## src/rtl/core/acju_pkg.sv

```systemverilog
// ----------------------------------------------------------------------------
// acju_pkg: shared types and constants of the compare / jump execution unit
// command codes, word width and the bit layout of the stream items
// ----------------------------------------------------------------------------
package acju_pkg;

  localparam int WORD_W     = 16;
  localparam int CMD_W      = 5;
  localparam int STEP_W     = 4;   // bits of a shift amount / iteration index below WORD_W
  localparam int IN_DATA_W  = 32;
  localparam int OUT_DATA_W = 40;

  // result item layout inside out_tdata
  localparam int OUT_WR_BIT   = 16;
  localparam int OUT_FLAG_BIT = 17;
  localparam int OUT_JMP_BIT  = 18;
  localparam int OUT_TGT_LSB  = 19;
  localparam int OUT_TGT_MSB  = 34;
  localparam int OUT_DZ_BIT   = 35;

  typedef enum logic [CMD_W-1:0] {
    CMD_NOP  = 5'd0,
    CMD_MOV  = 5'd1,
    CMD_ADD  = 5'd2,
    CMD_SUB  = 5'd3,
    CMD_MUL  = 5'd4,
    CMD_DIV  = 5'd5,
    CMD_NOT  = 5'd6,
    CMD_AND  = 5'd7,
    CMD_NAND = 5'd8,
    CMD_OR   = 5'd9,
    CMD_NOR  = 5'd10,
    CMD_XOR  = 5'd11,
    CMD_XNOR = 5'd12,
    CMD_SHL  = 5'd13,
    CMD_SHR  = 5'd14,
    CMD_JMP  = 5'd15,
    CMD_JZ   = 5'd16,
    CMD_JNZ  = 5'd17,
    CMD_EQ   = 5'd18,
    CMD_NE   = 5'd19,
    CMD_GTU  = 5'd20,
    CMD_GEU  = 5'd21,
    CMD_LTU  = 5'd22,
    CMD_LEU  = 5'd23,
    CMD_GTS  = 5'd24,
    CMD_GES  = 5'd25,
    CMD_LTS  = 5'd26,
    CMD_LES  = 5'd27,
    CMD_IMM  = 5'd28
  } cmd_t;

endpackage

```

## src/rtl/core/alu_compare_jump_unit_16bit.sv

```systemverilog
// ----------------------------------------------------------------------------
// alu_compare_jump_unit_16bit: execution unit of a 16-bit toy machine
// results: an item is accepted in idle and its result is registered in exec, which
//   waits while the output stalls; mul and div first pass through the shared adder in iter, once per operand bit
// pacing: no new item is taken until the last result is registered; for mul and div
//   the radix-2 shift-add / shift-subtract loop over the one 17-bit adder sets the pace
// reset: synchronous active-low rst_n clears the sequencer, output valid and compare flag
// ----------------------------------------------------------------------------
module alu_compare_jump_unit_16bit (
  input  logic                           clk,
  input  logic                           rst_n,
  input  logic                           in_tvalid,
  output logic                           in_tready,
  input  logic [acju_pkg::IN_DATA_W-1:0]  in_tdata,   // operand_a [15:0], operand_b [31:16]
  input  logic [acju_pkg::CMD_W-1:0]      in_tuser,   // command [4:0]
  output logic                           out_tvalid,
  input  logic                           out_tready,
  output logic [acju_pkg::OUT_DATA_W-1:0] out_tdata   // result_value [15:0], writes_result [16],
                                                      // compare_flag [17], jump_taken [18],
                                                      // jump_target [34:19],
                                                      // divide_by_zero [35], zero [39:36]
);

  localparam int W = acju_pkg::WORD_W;
  localparam logic [W-1:0] SIGN_MASK = {1'b1, {(W-1){1'b0}}};

  // idle waits for an item, iter runs mul/div steps, exec forms the result item
  typedef enum logic [1:0] {ST_IDLE, ST_ITER, ST_EXEC} state_t;

  state_t                         state_r;
  logic [acju_pkg::CMD_W-1:0]     cmd_r;
  logic [W-1:0]                   a_r;      // operand a, multiplicand, quotient shifter
  logic [W-1:0]                   b_r;      // operand b, multiplier shifter, divisor
  logic [W-1:0]                   acc_r;    // product accumulator or partial remainder
  logic [acju_pkg::STEP_W-1:0]    cnt_r;    // iteration steps left after the current one
  logic                           flag_r;   // stored compare flag
  logic                           out_valid_r;
  logic [acju_pkg::OUT_DATA_W-1:0] out_data_r;

  // shared adder / subtractor, one bit wider than the word for the divide trial
  logic [W:0]   add_x;
  logic [W:0]   add_y;
  logic         add_sub;
  logic [W+1:0] add_sum;
  logic         add_carry;   // on subtract: x >= y

  logic [W-1:0]                    res_val;
  logic                            res_wr;
  logic                            res_jmp;
  logic                            res_dz;
  logic                            flag_nxt;
  logic                            ops_eq;
  logic                            long_shift;
  logic                            out_free;
  logic [acju_pkg::OUT_DATA_W-1:0] out_pack;

  assign in_tready  = (state_r == ST_IDLE);
  assign out_tvalid = out_valid_r;
  assign out_tdata  = out_data_r;
  assign out_free   = !out_valid_r || out_tready;

  // adder operand selection
  always_comb begin
    add_x   = {1'b0, a_r};
    add_y   = {1'b0, b_r};
    add_sub = 1'b1;
    if (state_r == ST_ITER) begin
      if (cmd_r == acju_pkg::CMD_MUL) begin
        add_x   = {1'b0, acc_r};
        add_y   = {1'b0, a_r};
        add_sub = 1'b0;
      end else begin
        // divide trial: shifted remainder with next dividend bit
        add_x = {acc_r, a_r[W-1]};
      end
    end else begin
      case (cmd_r)
        acju_pkg::CMD_ADD: add_sub = 1'b0;
        acju_pkg::CMD_GTS, acju_pkg::CMD_GES, acju_pkg::CMD_LTS, acju_pkg::CMD_LES: begin
          // offset form makes unsigned order match signed order
          add_x = {1'b0, a_r ^ SIGN_MASK};
          add_y = {1'b0, b_r ^ SIGN_MASK};
        end
        default: add_sub = 1'b1;
      endcase
    end
  end

  assign add_sum   = {1'b0, add_x} + {1'b0, (add_sub ? ~add_y : add_y)} + (W+2)'(add_sub);
  assign add_carry = add_sum[W+1];

  assign ops_eq     = (a_r == b_r);
  assign long_shift = |b_r[W-1:acju_pkg::STEP_W];

  // result item of the command held in the operand registers
  always_comb begin
    res_val  = '0;
    res_wr   = 1'b0;
    res_jmp  = 1'b0;
    res_dz   = 1'b0;
    flag_nxt = flag_r;
    case (cmd_r)
      acju_pkg::CMD_MOV, acju_pkg::CMD_IMM: begin
        res_val = a_r;
        res_wr  = 1'b1;
      end
      acju_pkg::CMD_ADD, acju_pkg::CMD_SUB: begin
        res_val = add_sum[W-1:0];
        res_wr  = 1'b1;
      end
      acju_pkg::CMD_MUL: begin
        res_val = acc_r;
        res_wr  = 1'b1;
      end
      acju_pkg::CMD_DIV: begin
        // a zero divisor leaves an all-ones quotient in the shifter
        res_val = a_r;
        res_wr  = 1'b1;
        res_dz  = (b_r == '0);
      end
      acju_pkg::CMD_NOT: begin
        res_val = ~a_r;
        res_wr  = 1'b1;
      end
      acju_pkg::CMD_AND: begin
        res_val = a_r & b_r;
        res_wr  = 1'b1;
      end
      acju_pkg::CMD_NAND: begin
        res_val = ~(a_r & b_r);
        res_wr  = 1'b1;
      end
      acju_pkg::CMD_OR: begin
        res_val = a_r | b_r;
        res_wr  = 1'b1;
      end
      acju_pkg::CMD_NOR: begin
        res_val = ~(a_r | b_r);
        res_wr  = 1'b1;
      end
      acju_pkg::CMD_XOR: begin
        res_val = a_r ^ b_r;
        res_wr  = 1'b1;
      end
      acju_pkg::CMD_XNOR: begin
        res_val = ~(a_r ^ b_r);
        res_wr  = 1'b1;
      end
      acju_pkg::CMD_SHL: begin
        res_val = long_shift ? '0 : (a_r << b_r[acju_pkg::STEP_W-1:0]);
        res_wr  = 1'b1;
      end
      acju_pkg::CMD_SHR: begin
        res_val = long_shift ? '0 : (a_r >> b_r[acju_pkg::STEP_W-1:0]);
        res_wr  = 1'b1;
      end
      acju_pkg::CMD_JMP: res_jmp = 1'b1;
      acju_pkg::CMD_JZ:  res_jmp = !flag_r;
      acju_pkg::CMD_JNZ: res_jmp = flag_r;
      acju_pkg::CMD_EQ:  flag_nxt = ops_eq;
      acju_pkg::CMD_NE:  flag_nxt = !ops_eq;
      acju_pkg::CMD_GTU, acju_pkg::CMD_GTS: flag_nxt = add_carry && !ops_eq;
      acju_pkg::CMD_GEU, acju_pkg::CMD_GES: flag_nxt = add_carry;
      acju_pkg::CMD_LTU, acju_pkg::CMD_LTS: flag_nxt = !add_carry;
      acju_pkg::CMD_LEU, acju_pkg::CMD_LES: flag_nxt = !add_carry || ops_eq;
      default: flag_nxt = flag_r;   // nop and unused codes
    endcase
  end

  // pack the result item
  always_comb begin
    out_pack                                              = '0;
    out_pack[W-1:0]                                       = res_val;
    out_pack[acju_pkg::OUT_WR_BIT]                        = res_wr;
    out_pack[acju_pkg::OUT_FLAG_BIT]                      = flag_nxt;
    out_pack[acju_pkg::OUT_JMP_BIT]                       = res_jmp;
    out_pack[acju_pkg::OUT_TGT_MSB:acju_pkg::OUT_TGT_LSB] = res_jmp ? a_r : '0;
    out_pack[acju_pkg::OUT_DZ_BIT]                        = res_dz;
  end

  // sequencer, operand registers and output register
  always_ff @(posedge clk) begin
    if (!rst_n) begin
      state_r     <= ST_IDLE;
      flag_r      <= 1'b0;
      out_valid_r <= 1'b0;
    end else begin
      // in exec a ready receiver always lets the next item in
      if (out_tready && state_r != ST_EXEC) begin
        out_valid_r <= 1'b0;
      end
      case (state_r)
        ST_IDLE: begin
          if (in_tvalid) begin
            cmd_r <= in_tuser;
            a_r   <= in_tdata[W-1:0];
            b_r   <= in_tdata[2*W-1:W];
            acc_r <= '0;
            cnt_r <= acju_pkg::STEP_W'(W - 1);
            if (in_tuser == acju_pkg::CMD_MUL || in_tuser == acju_pkg::CMD_DIV) begin
              state_r <= ST_ITER;
            end else begin
              state_r <= ST_EXEC;
            end
          end
        end
        ST_ITER: begin
          if (cmd_r == acju_pkg::CMD_MUL) begin
            // shift-add, one multiplier bit a step
            if (b_r[0]) begin
              acc_r <= add_sum[W-1:0];
            end
            a_r <= a_r << 1;
            b_r <= b_r >> 1;
          end else begin
            // restoring divide, one quotient bit a step
            acc_r <= add_carry ? add_sum[W-1:0] : add_x[W-1:0];
            a_r   <= {a_r[W-2:0], add_carry};
          end
          cnt_r <= cnt_r - 1'b1;
          if (cnt_r == '0) begin
            state_r <= ST_EXEC;
          end
        end
        ST_EXEC: begin
          if (out_free) begin
            out_data_r  <= out_pack;
            out_valid_r <= 1'b1;
            flag_r      <= flag_nxt;
            state_r     <= ST_IDLE;
          end
        end
        default: state_r <= ST_IDLE;
      endcase
    end
  end

endmodule

```

## config.mk

```make
export PLATFORM = sky130hd
export DESIGN_NAME = alu_compare_jump_unit_16bit
export DESIGN_NICKNAME = d
export VERILOG_FILES = /design/src/rtl/core/acju_pkg.sv /design/src/rtl/core/alu_compare_jump_unit_16bit.sv
export SDC_FILE = /design/constraint.sdc
export NUM_CORES = 1
export LEC_CHECK = 0
export BUFFER_PORTS_ARGS = -buffer_cell sky130_fd_sc_hd__buf_4
export CAP_MARGIN = 5
export CELL_PAD_IN_SITES_DETAIL_PLACEMENT = 1
export CELL_PAD_IN_SITES_GLOBAL_PLACEMENT = 1
export CORE_UTILIZATION = 35
export CTS_BUF_LIST = sky130_fd_sc_hd__clkbuf_2 sky130_fd_sc_hd__clkbuf_4 sky130_fd_sc_hd__clkbuf_8
export DETAILED_ROUTE_END_ITERATION = 8
export GPL_ROUTABILITY_DRIVEN = 0
export PLACE_DENSITY_LB_ADDON = 0.05
export SLEW_MARGIN = 20
export SYNTH_ARGS = -nofsm -noshare
export SYNTH_HDL_FRONTEND = slang
export SYNTH_SLANG_ARGS = --single-unit
```

## constraint.sdc

```tcl
create_clock -name clk -period 4.9 [get_ports clk]
set_input_delay 0.49 -clock clk [delete_from_list [all_inputs] [get_ports clk]]
set_output_delay 0.49 -clock clk [all_outputs]
set_load 0.01 [all_outputs]
```

# Word level (Yosys, flattened, before mapping)
# Cells that the tools add are included.
# W data, S select, Z words.
# word_totals
reg_bits,97
input_bits,41
out_inout_bits,42
wordCells,131
# op_classes
addsub,3
n_eq_ne,39
shifts,2
mux,37
n_bitwise,10
reduce_logical,29
# op_table
operator,n
$mux W16,13
$pmux W16 S12,1
$pmux W16 S2,3
$eq A5 B5 Y1 const B,13
$not A16 Y16,4
$mux W17,3
$eq A5 B4 Y1 const B,8
$eq A5 B3 Y1 const B,6
$add A17 B17 Y18,1
$add A18 B1 Y18,1
$not A17 Y17,1
$and A16 B16 Y16,1
$eq A16 B16 Y1,1
$logic_not A16 Y1,1
$or A16 B16 Y16,1
$shl A16 B4 Y16,1
$shr A16 B4 Y16,1
$xor A16 B16 Y16,1
$reduce_or A15 Y1,1
$reduce_and A3 Y1,4
$reduce_or A12 Y1,1
$eq A5 B2 Y1 const B,2
$reduce_or A2 Y1,5
$mux W1,8
24 further kinds,38

# Depth between registers and ports, before layout
# logic_depth
ltp_word,11
ltp_mapped,19
ltp_nobuf,16

# Worst setup path after synthesis
# OpenSTA, ideal clock, no wires.
# synth_path
path_kind,register to register
from,register cmd_r[2] in the netlist's numbering
to,"register acc_r[13], data pin"
setup_ps,255
arrival_time_ps,4138
t_required_ps,4645
path_slack_ps,507
path_stages_with_launch,20
path_buffers,4
period_less_slack_ps,4393
cell_sequence,edfxtp_1 > buf_4 > inv_1 > nand2_1 > or4_1 > clkbuf_1 > clkbuf_1 > xnor2_1 > nor2_1 > a21oi_1 > ha_1 > a21oi_1 > nor2_1 > o41ai_1 > a2bb2oi_1 > and4b_4 > o31a_1 > buf_4 > o31ai_1 > and2_1
# synth_via
elab_chain_cells,11
word_cells_on_any_way,24
cone_classes,add/sub: 2; eq/ne: 6; mux: 14; bitwise: 1; reduce/logical: 1
# synth_lines
element,line,rtl
start: declaration,alu_compare_jump_unit_16bit.sv:31,logic [acju_pkg::CMD_W-1:0] cmd_r;
start signal: assignment,alu_compare_jump_unit_16bit.sv:195,cmd_r <= in_tuser;
$eq A5 B5 Y1,alu_compare_jump_unit_16bit.sv:77,case (cmd_r)
$reduce_or A4 Y1,alu_compare_jump_unit_16bit.sv:77,
$mux W16,alu_compare_jump_unit_16bit.sv:77,
$mux W16,alu_compare_jump_unit_16bit.sv:67,if (state_r == ST_ITER) begin
$not A17 Y17,alu_compare_jump_unit_16bit.sv:89,"assign add_sum = {1'b0, add_x} + {1'b0, (add_sub ? ~add_y : add_y)} + (W+2)'(add_sub);"
$mux W17,alu_compare_jump_unit_16bit.sv:89,
$add A17 B17 Y18,alu_compare_jump_unit_16bit.sv:89,
$add A18 B1 Y18,alu_compare_jump_unit_16bit.sv:89,
$mux W16,alu_compare_jump_unit_16bit.sv:217,acc_r <= add_carry ? add_sum[W-1:0] : add_x[W-1:0];
$mux W16 (*),alu_compare_jump_unit_16bit.sv:208,if (cmd_r == acju_pkg::CMD_MUL) begin
$pmux W16 S2 (*),alu_compare_jump_unit_16bit.sv:192,case (state_r)
end signal: assignment,alu_compare_jump_unit_16bit.sv:211,acc_r <= add_sum[W-1:0];
end signal: assignment,alu_compare_jump_unit_16bit.sv:217,
end: declaration,alu_compare_jump_unit_16bit.sv:34,logic [W-1:0] acc_r;
# Mark *: on every way between the ends. The rest lies on a longest branch, timed or not. The select of a mux whose other input is x is not followed.
# A chain may end at the register's enable or synchronous reset.

# Worst setup path after layout
# layout_path
from,register cmd_r[3] in the netlist's numbering
to,"register out_data_r, in the netlist out_tdata[17], data pin"
# layout_via
elab_chain_cells,11
word_cells_on_any_way,34
cone_classes,add/sub: 2; eq/ne: 12; mux: 11; bitwise: 1; reduce/logical: 8
# layout_lines
element,line,rtl
$eq A5 B5 Y1,"alu_compare_jump_unit_16bit.sv:77, alu_compare_jump_unit_16bit.sv:102",
$reduce_or A4 Y1,alu_compare_jump_unit_16bit.sv:77,
$mux W16,alu_compare_jump_unit_16bit.sv:77,
$mux W16,alu_compare_jump_unit_16bit.sv:67,
$not A17 Y17,alu_compare_jump_unit_16bit.sv:89,
$mux W17,alu_compare_jump_unit_16bit.sv:89,
$add A17 B17 Y18,alu_compare_jump_unit_16bit.sv:89,
$add A18 B1 Y18,alu_compare_jump_unit_16bit.sv:89,
$logic_not A1 Y1,"alu_compare_jump_unit_16bit.sv:164, alu_compare_jump_unit_16bit.sv:165",
$logic_or A1 B1 Y1,alu_compare_jump_unit_16bit.sv:165,"acju_pkg::CMD_LEU, acju_pkg::CMD_LES: flag_nxt = !add_carry || ops_eq;"
$pmux W1 S6 (*),alu_compare_jump_unit_16bit.sv:102,case (cmd_r)
named net flag_nxt,alu_compare_jump_unit_16bit.sv:51,logic flag_nxt;
end signal: assignment,alu_compare_jump_unit_16bit.sv:227,out_data_r <= out_pack;
end: declaration,alu_compare_jump_unit_16bit.sv:38,logic [acju_pkg::OUT_DATA_W-1:0] out_data_r;
# Mark *: on every way through the listed nets, which the timed path passes. The rest lies on a longest branch.

==> flow_summary.rst <==
.. list-table::
   :header-rows: 1

   * - Metric
     - Value
   * - Outcome
     - finished with violations
   * - Violations in the final reports
     - design-rule violations
   * - Min Clock Period, post-route
     - ~4600 ps
   * - Horiz. Die Dim
     - ~160 um
   * - Net switching fraction of the power
     - between 30% and 40%
   * - Final wirelength
     - ~34 mm
   * - Required time of the worst setup path
     - roughly 5000 ps
   * - Number of standard cells in the final layout excluding fillers
     - around 1.4k
   * - Worst-path cell chain
     - inv_1, nand2_1, or4_1, buf_4, xnor2_1, nor2_1, a21oi_1, ha_1, nand2_1, nor2_1, o41ai_1, a2bb2oi_1, and4b_4, o31a_1, mux2i_1, a21oi_1
   * - Slew at the pin with the worst max-slew slack
     - just over 1000 ps
   * - Gate power share
     - 24.7%
   * - Clock H-tree levels
     - 3
   * - Final clock period utilization by the worst path
     - around 95%
   * - Half-perimeter wire length after detailed placement
     - 26.0 mm
   * - Diode count
     - 0
   * - Storage element area
     - roughly 0.0029 mm2
   * - I/O pin cnt
     - 83
   * - Buffer levels on the longest clock path
     - 2
   * - Leakage power
     - ~3.8 nW
   * - Commonest cells after routing, fill and taps aside
     - nand2_1, nor2_1, buf_4
   * - Slack of the worst reg-to-reg path
     - roughly 270 ps
   * - Total via count in the routed design
     - just over 8k
   * - Sum of overflow across all layers after global routing
     - 0
   * - Maximum fanout along the worst path
     - 8
   * - Ratio of cells with drive above 1 in the final layout
     - between 10% and 20%
   * - DR WL/cell
     - about 24 um
   * - Worst flop-to-flop path startpoint
     - cmd_r[3]
   * - TritonCTS buffer count
     - 9
   * - Synthesis-stage register bit count
     - 97
   * - Sort of element at the start of the critical path
     - register
   * - Syn Inst Count
     - 1016
   * - Global Route Usage Sum
     - just under 30%
   * - Post-synthesis cell area
     - roughly 0.0083 mm2
   * - Post-placement setup slack
     - just under 300 ps
   * - Clock tree from TritonCTS
     - built
   * - Max-Cap Viols
     - 0
   * - Crit. Startpoint
     - cmd_r[3]
   * - Routed via count divided by cell count
     - slightly below 6
   * - Seq/Total Area, Yosys
     - approximately a third
   * - Number of pins with negative max-slew slack in the final report
     - 0
   * - Relative slew margins
     - 32.2%
   * - Unrepaired setup endpoints after global routing
     - false
   * - Post-detailed-route count of antenna-violating nets
     - 0
   * - CTS Root Buffer Type
     - clkbuf_8
   * - Worst reg2reg path depth
     - 16
   * - F_max
     - 216 MHz
   * - Initial DRC count
     - around 590
   * - Antenna violations before repair
     - 1
   * - Footprint of the multi-input gates
     - ~0.0050 mm2
   * - Setup skew after layout
     - about 25 ps
   * - Worst hold path class
     - input port to register
   * - Final routed DRC violation total
     - 1
   * - Die Height
     - about 160 um
   * - Max stage delay on crit path
     - approximately 800 ps
   * - Hold_buf cts
     - 0
   * - Largest net degree at the start of global routing
     - 67
   * - Number of setup violations in the final report
     - 0
   * - Port bufs
     - between 70 and 80
   * - Critical-path top delay cell
     - or4_1
   * - Leading cell type in the layout, fill and taps excluded
     - nand2_1
   * - Layout net count
     - around 1.2k
   * - Cell area power density
     - roughly 220 mW/mm2
   * - Internal power of the cells
     - 1.34 mW
   * - Critical setup path kind
     - register to register
   * - Floorplan row count
     - 56
   * - Vias in the first global route
     - ~8k
   * - Top cells by area in the synthesized netlist
     - edfxtp_1, ha_1, nand2_1
   * - Netlist cell types
     - 77
   * - Clock transition at the registers of the reported paths
     - ~120 ps
   * - Core Box Area
     - ~0.023 mm2
   * - Layout overhead on the synthesized area
     - 15.0%
   * - Yosys warns
     - 0
   * - Setup TNS Final
     - 0 ps
   * - Flop pwr share
     - 47.4%
   * - Final setup slack of the worst path
     - 267 ps
   * - Clock share of power
     - between 20% and 30%
   * - Total count of hold-check failures in the final report
     - 0
   * - # clock sinks
     - just under 100
   * - Fill cell count
     - 2877
   * - Post-placement cell count
     - around 1.4k
   * - Number of flops mapped to enable cells by yosys
     - 93
   * - Crit path to
     - out_tdata[17]
   * - Kind of capture point of the worst setup path
     - register
   * - Portion of synthesized cell area occupied by the leading cell type
     - 33.5%
   * - Async set-reset flop share out of synthesis
     - 0%
   * - Die footprint
     - 0.0244 mm2
   * - Primary flip-flop cell chosen by synthesis mapping
     - edfxtp_1
   * - Wire length of the first global-routing pass
     - roughly 51 mm
   * - Largest area contributor in the netlist
     - edfxtp_1
   * - VDD IR max
     - approximately 0.00014 V
   * - Number of optimization iterations in the first detailed-route pass
     - 7
   * - Initial core utilization
     - 35.6%
   * - Clock latency on the worst-skew pair
     - about 420 ps
   * - Data arrival time of the worst path
     - between 4000 and 5000 ps
   * - Capture point of the worst reg-to-reg path
     - out_tdata[17]
   * - Switching power
     - ~0.73 mW
   * - Average size of a mapped cell
     - about 8.2 um2
area by class of cell:
cell class | count | share of cell area [%]
clock buffers | 9 | 1.29
clock inverters | 7 | 0.732
inverters | 52 | 2.04
multi-input cells | 800 | 52.2
flip-flops and latches | 97 | 30.0
well taps | 319 | 4.17
repair buffers | 122 | 9.57
cell usage after synthesis, types with 7 or more instances:
| cell type | number |
|---|---|
| a31oi_1 | 16 |
| o21ai_0 | 95 |
| a211oi_1 | 12 |
| nor2_1 | 128 |
| nor4_1 | 12 |
| edfxtp_1 | 93 |
| a2111o_1 | 8 |
| clkbuf_1 | 50 |
| xnor2_1 | 24 |
| a21oi_1 | 77 |
| nand3_1 | 16 |
| a2111oi_0 | 7 |
| o211ai_1 | 9 |
| a221oi_1 | 18 |
| inv_1 | 50 |
| o2111ai_1 | 8 |
| o22ai_1 | 10 |
| buf_1 | 8 |
| ha_1 | 50 |
| mux2i_1 | 24 |
| and2_1 | 10 |
| nand2_1 | 152 |
| nand2b_1 | 11 |
| nor3_1 | 13 |
flip-flops by register name, indices dropped and copies added, names as in the netlist:
name / cells
a_r: 16
acc_r: 16
b_r: 16
cmd_r: 5
cnt_r: 4
flag_r: 1
out_tdata: 36
out_tvalid: 1
state_r: 2
kinds of logic after synthesis:
logic type / Yosys count / share of synthesized area, %
DFF: 97 / 34.5
adders and majority gates: 51 / 7.75
xor gates and xnor gates: 29 / 3.05
buffers and inverters: 122 / 6.01
other: 1 / 0.0450
muxes: 32 / 4.37
AOI/OAI and AO/OA: 309 / 24.3
and+or+nand+nor: 375 / 19.9
critical path: cells and delay by family (launching register included):
| kind | cells | cell delay, ps |
|---|---|---|
| xor gates and xnor gates | 1 | 130 |
| AOI/OAI and AO/OA | 5 | 1340 |
| and+or+nand+nor | 6 | 1440 |
| muxes | 1 | 300 |
| adders and majority gates | 1 | 310 |
| DFF | 1 | 400 |
| buffers and inverters | 2 | 460 |
repair_timing:
action,CTS,global route
hold endpoints to repair,0,0
resized for setup,0,2
setup endpoints to repair,0,4
buffers inserted,0,0
power by group through the flow:
| stage | Combinational, mW | Clock, mW | Sequential (mW) |
|---|---|---|---|
| CTS | 0.511 | 0.593 | 0.983 |
| floorplan | 0.330 | 0 | 0.986 |
| detailed placement | 0.509 | 0 | 1.00 |
| finish | 0.512 | 0.579 | 0.983 |
| global route | 0.564 | 0.614 | 0.986 |
| global placement | 0.506 | 0 | 1.00 |
how the worst min path moves through the flow:
| stage | to | slack [ps] | depth (start not counted) | start |
|---|---|---|---|---|
| finish | cmd_r[0] | 260 | 1 | in_tuser[0] |
| global route | cmd_r[0] | 250 | 1 | in_tuser[0] |
| CTS | cmd_r[0] | 250 | 1 | in_tuser[0] |
| detailed placement | out_tvalid | 560 | 2 | out_tvalid |
| global placement | out_tvalid | 560 | 2 | out_tvalid |
| floorplan | state_r[1] | 500 | 2 | state_r[1] |
metal layers:
layer	track usage [%]	routed length, um	vias up	part of all wire, %
met5	0	9	-	0.026
li1	-	-	3829	-
met1	36.6	14600	4030	43
met4	13.2	1430	2	4.2
met3	4.10	1620	77	4.7
met2	48.9	16500	228	48
per-stage QoR:
stage / util, % / power (mW) / hold slack [ps] / cell area (um2)
final: 40.9 / 2.07 / 258 / 9570
after global routing: 40.9 / 2.16 / 246 / 9570
after CTS: 40.9 / 2.09 / 247 / 9560
after detailed placement: 40.0 / 1.51 / 562 / 9370
after global placement: 40.0 / 1.51 / 557 / 9370
after floorplan: - / 1.32 / 500 / 8340
Power figures use the tool's default switching activity.
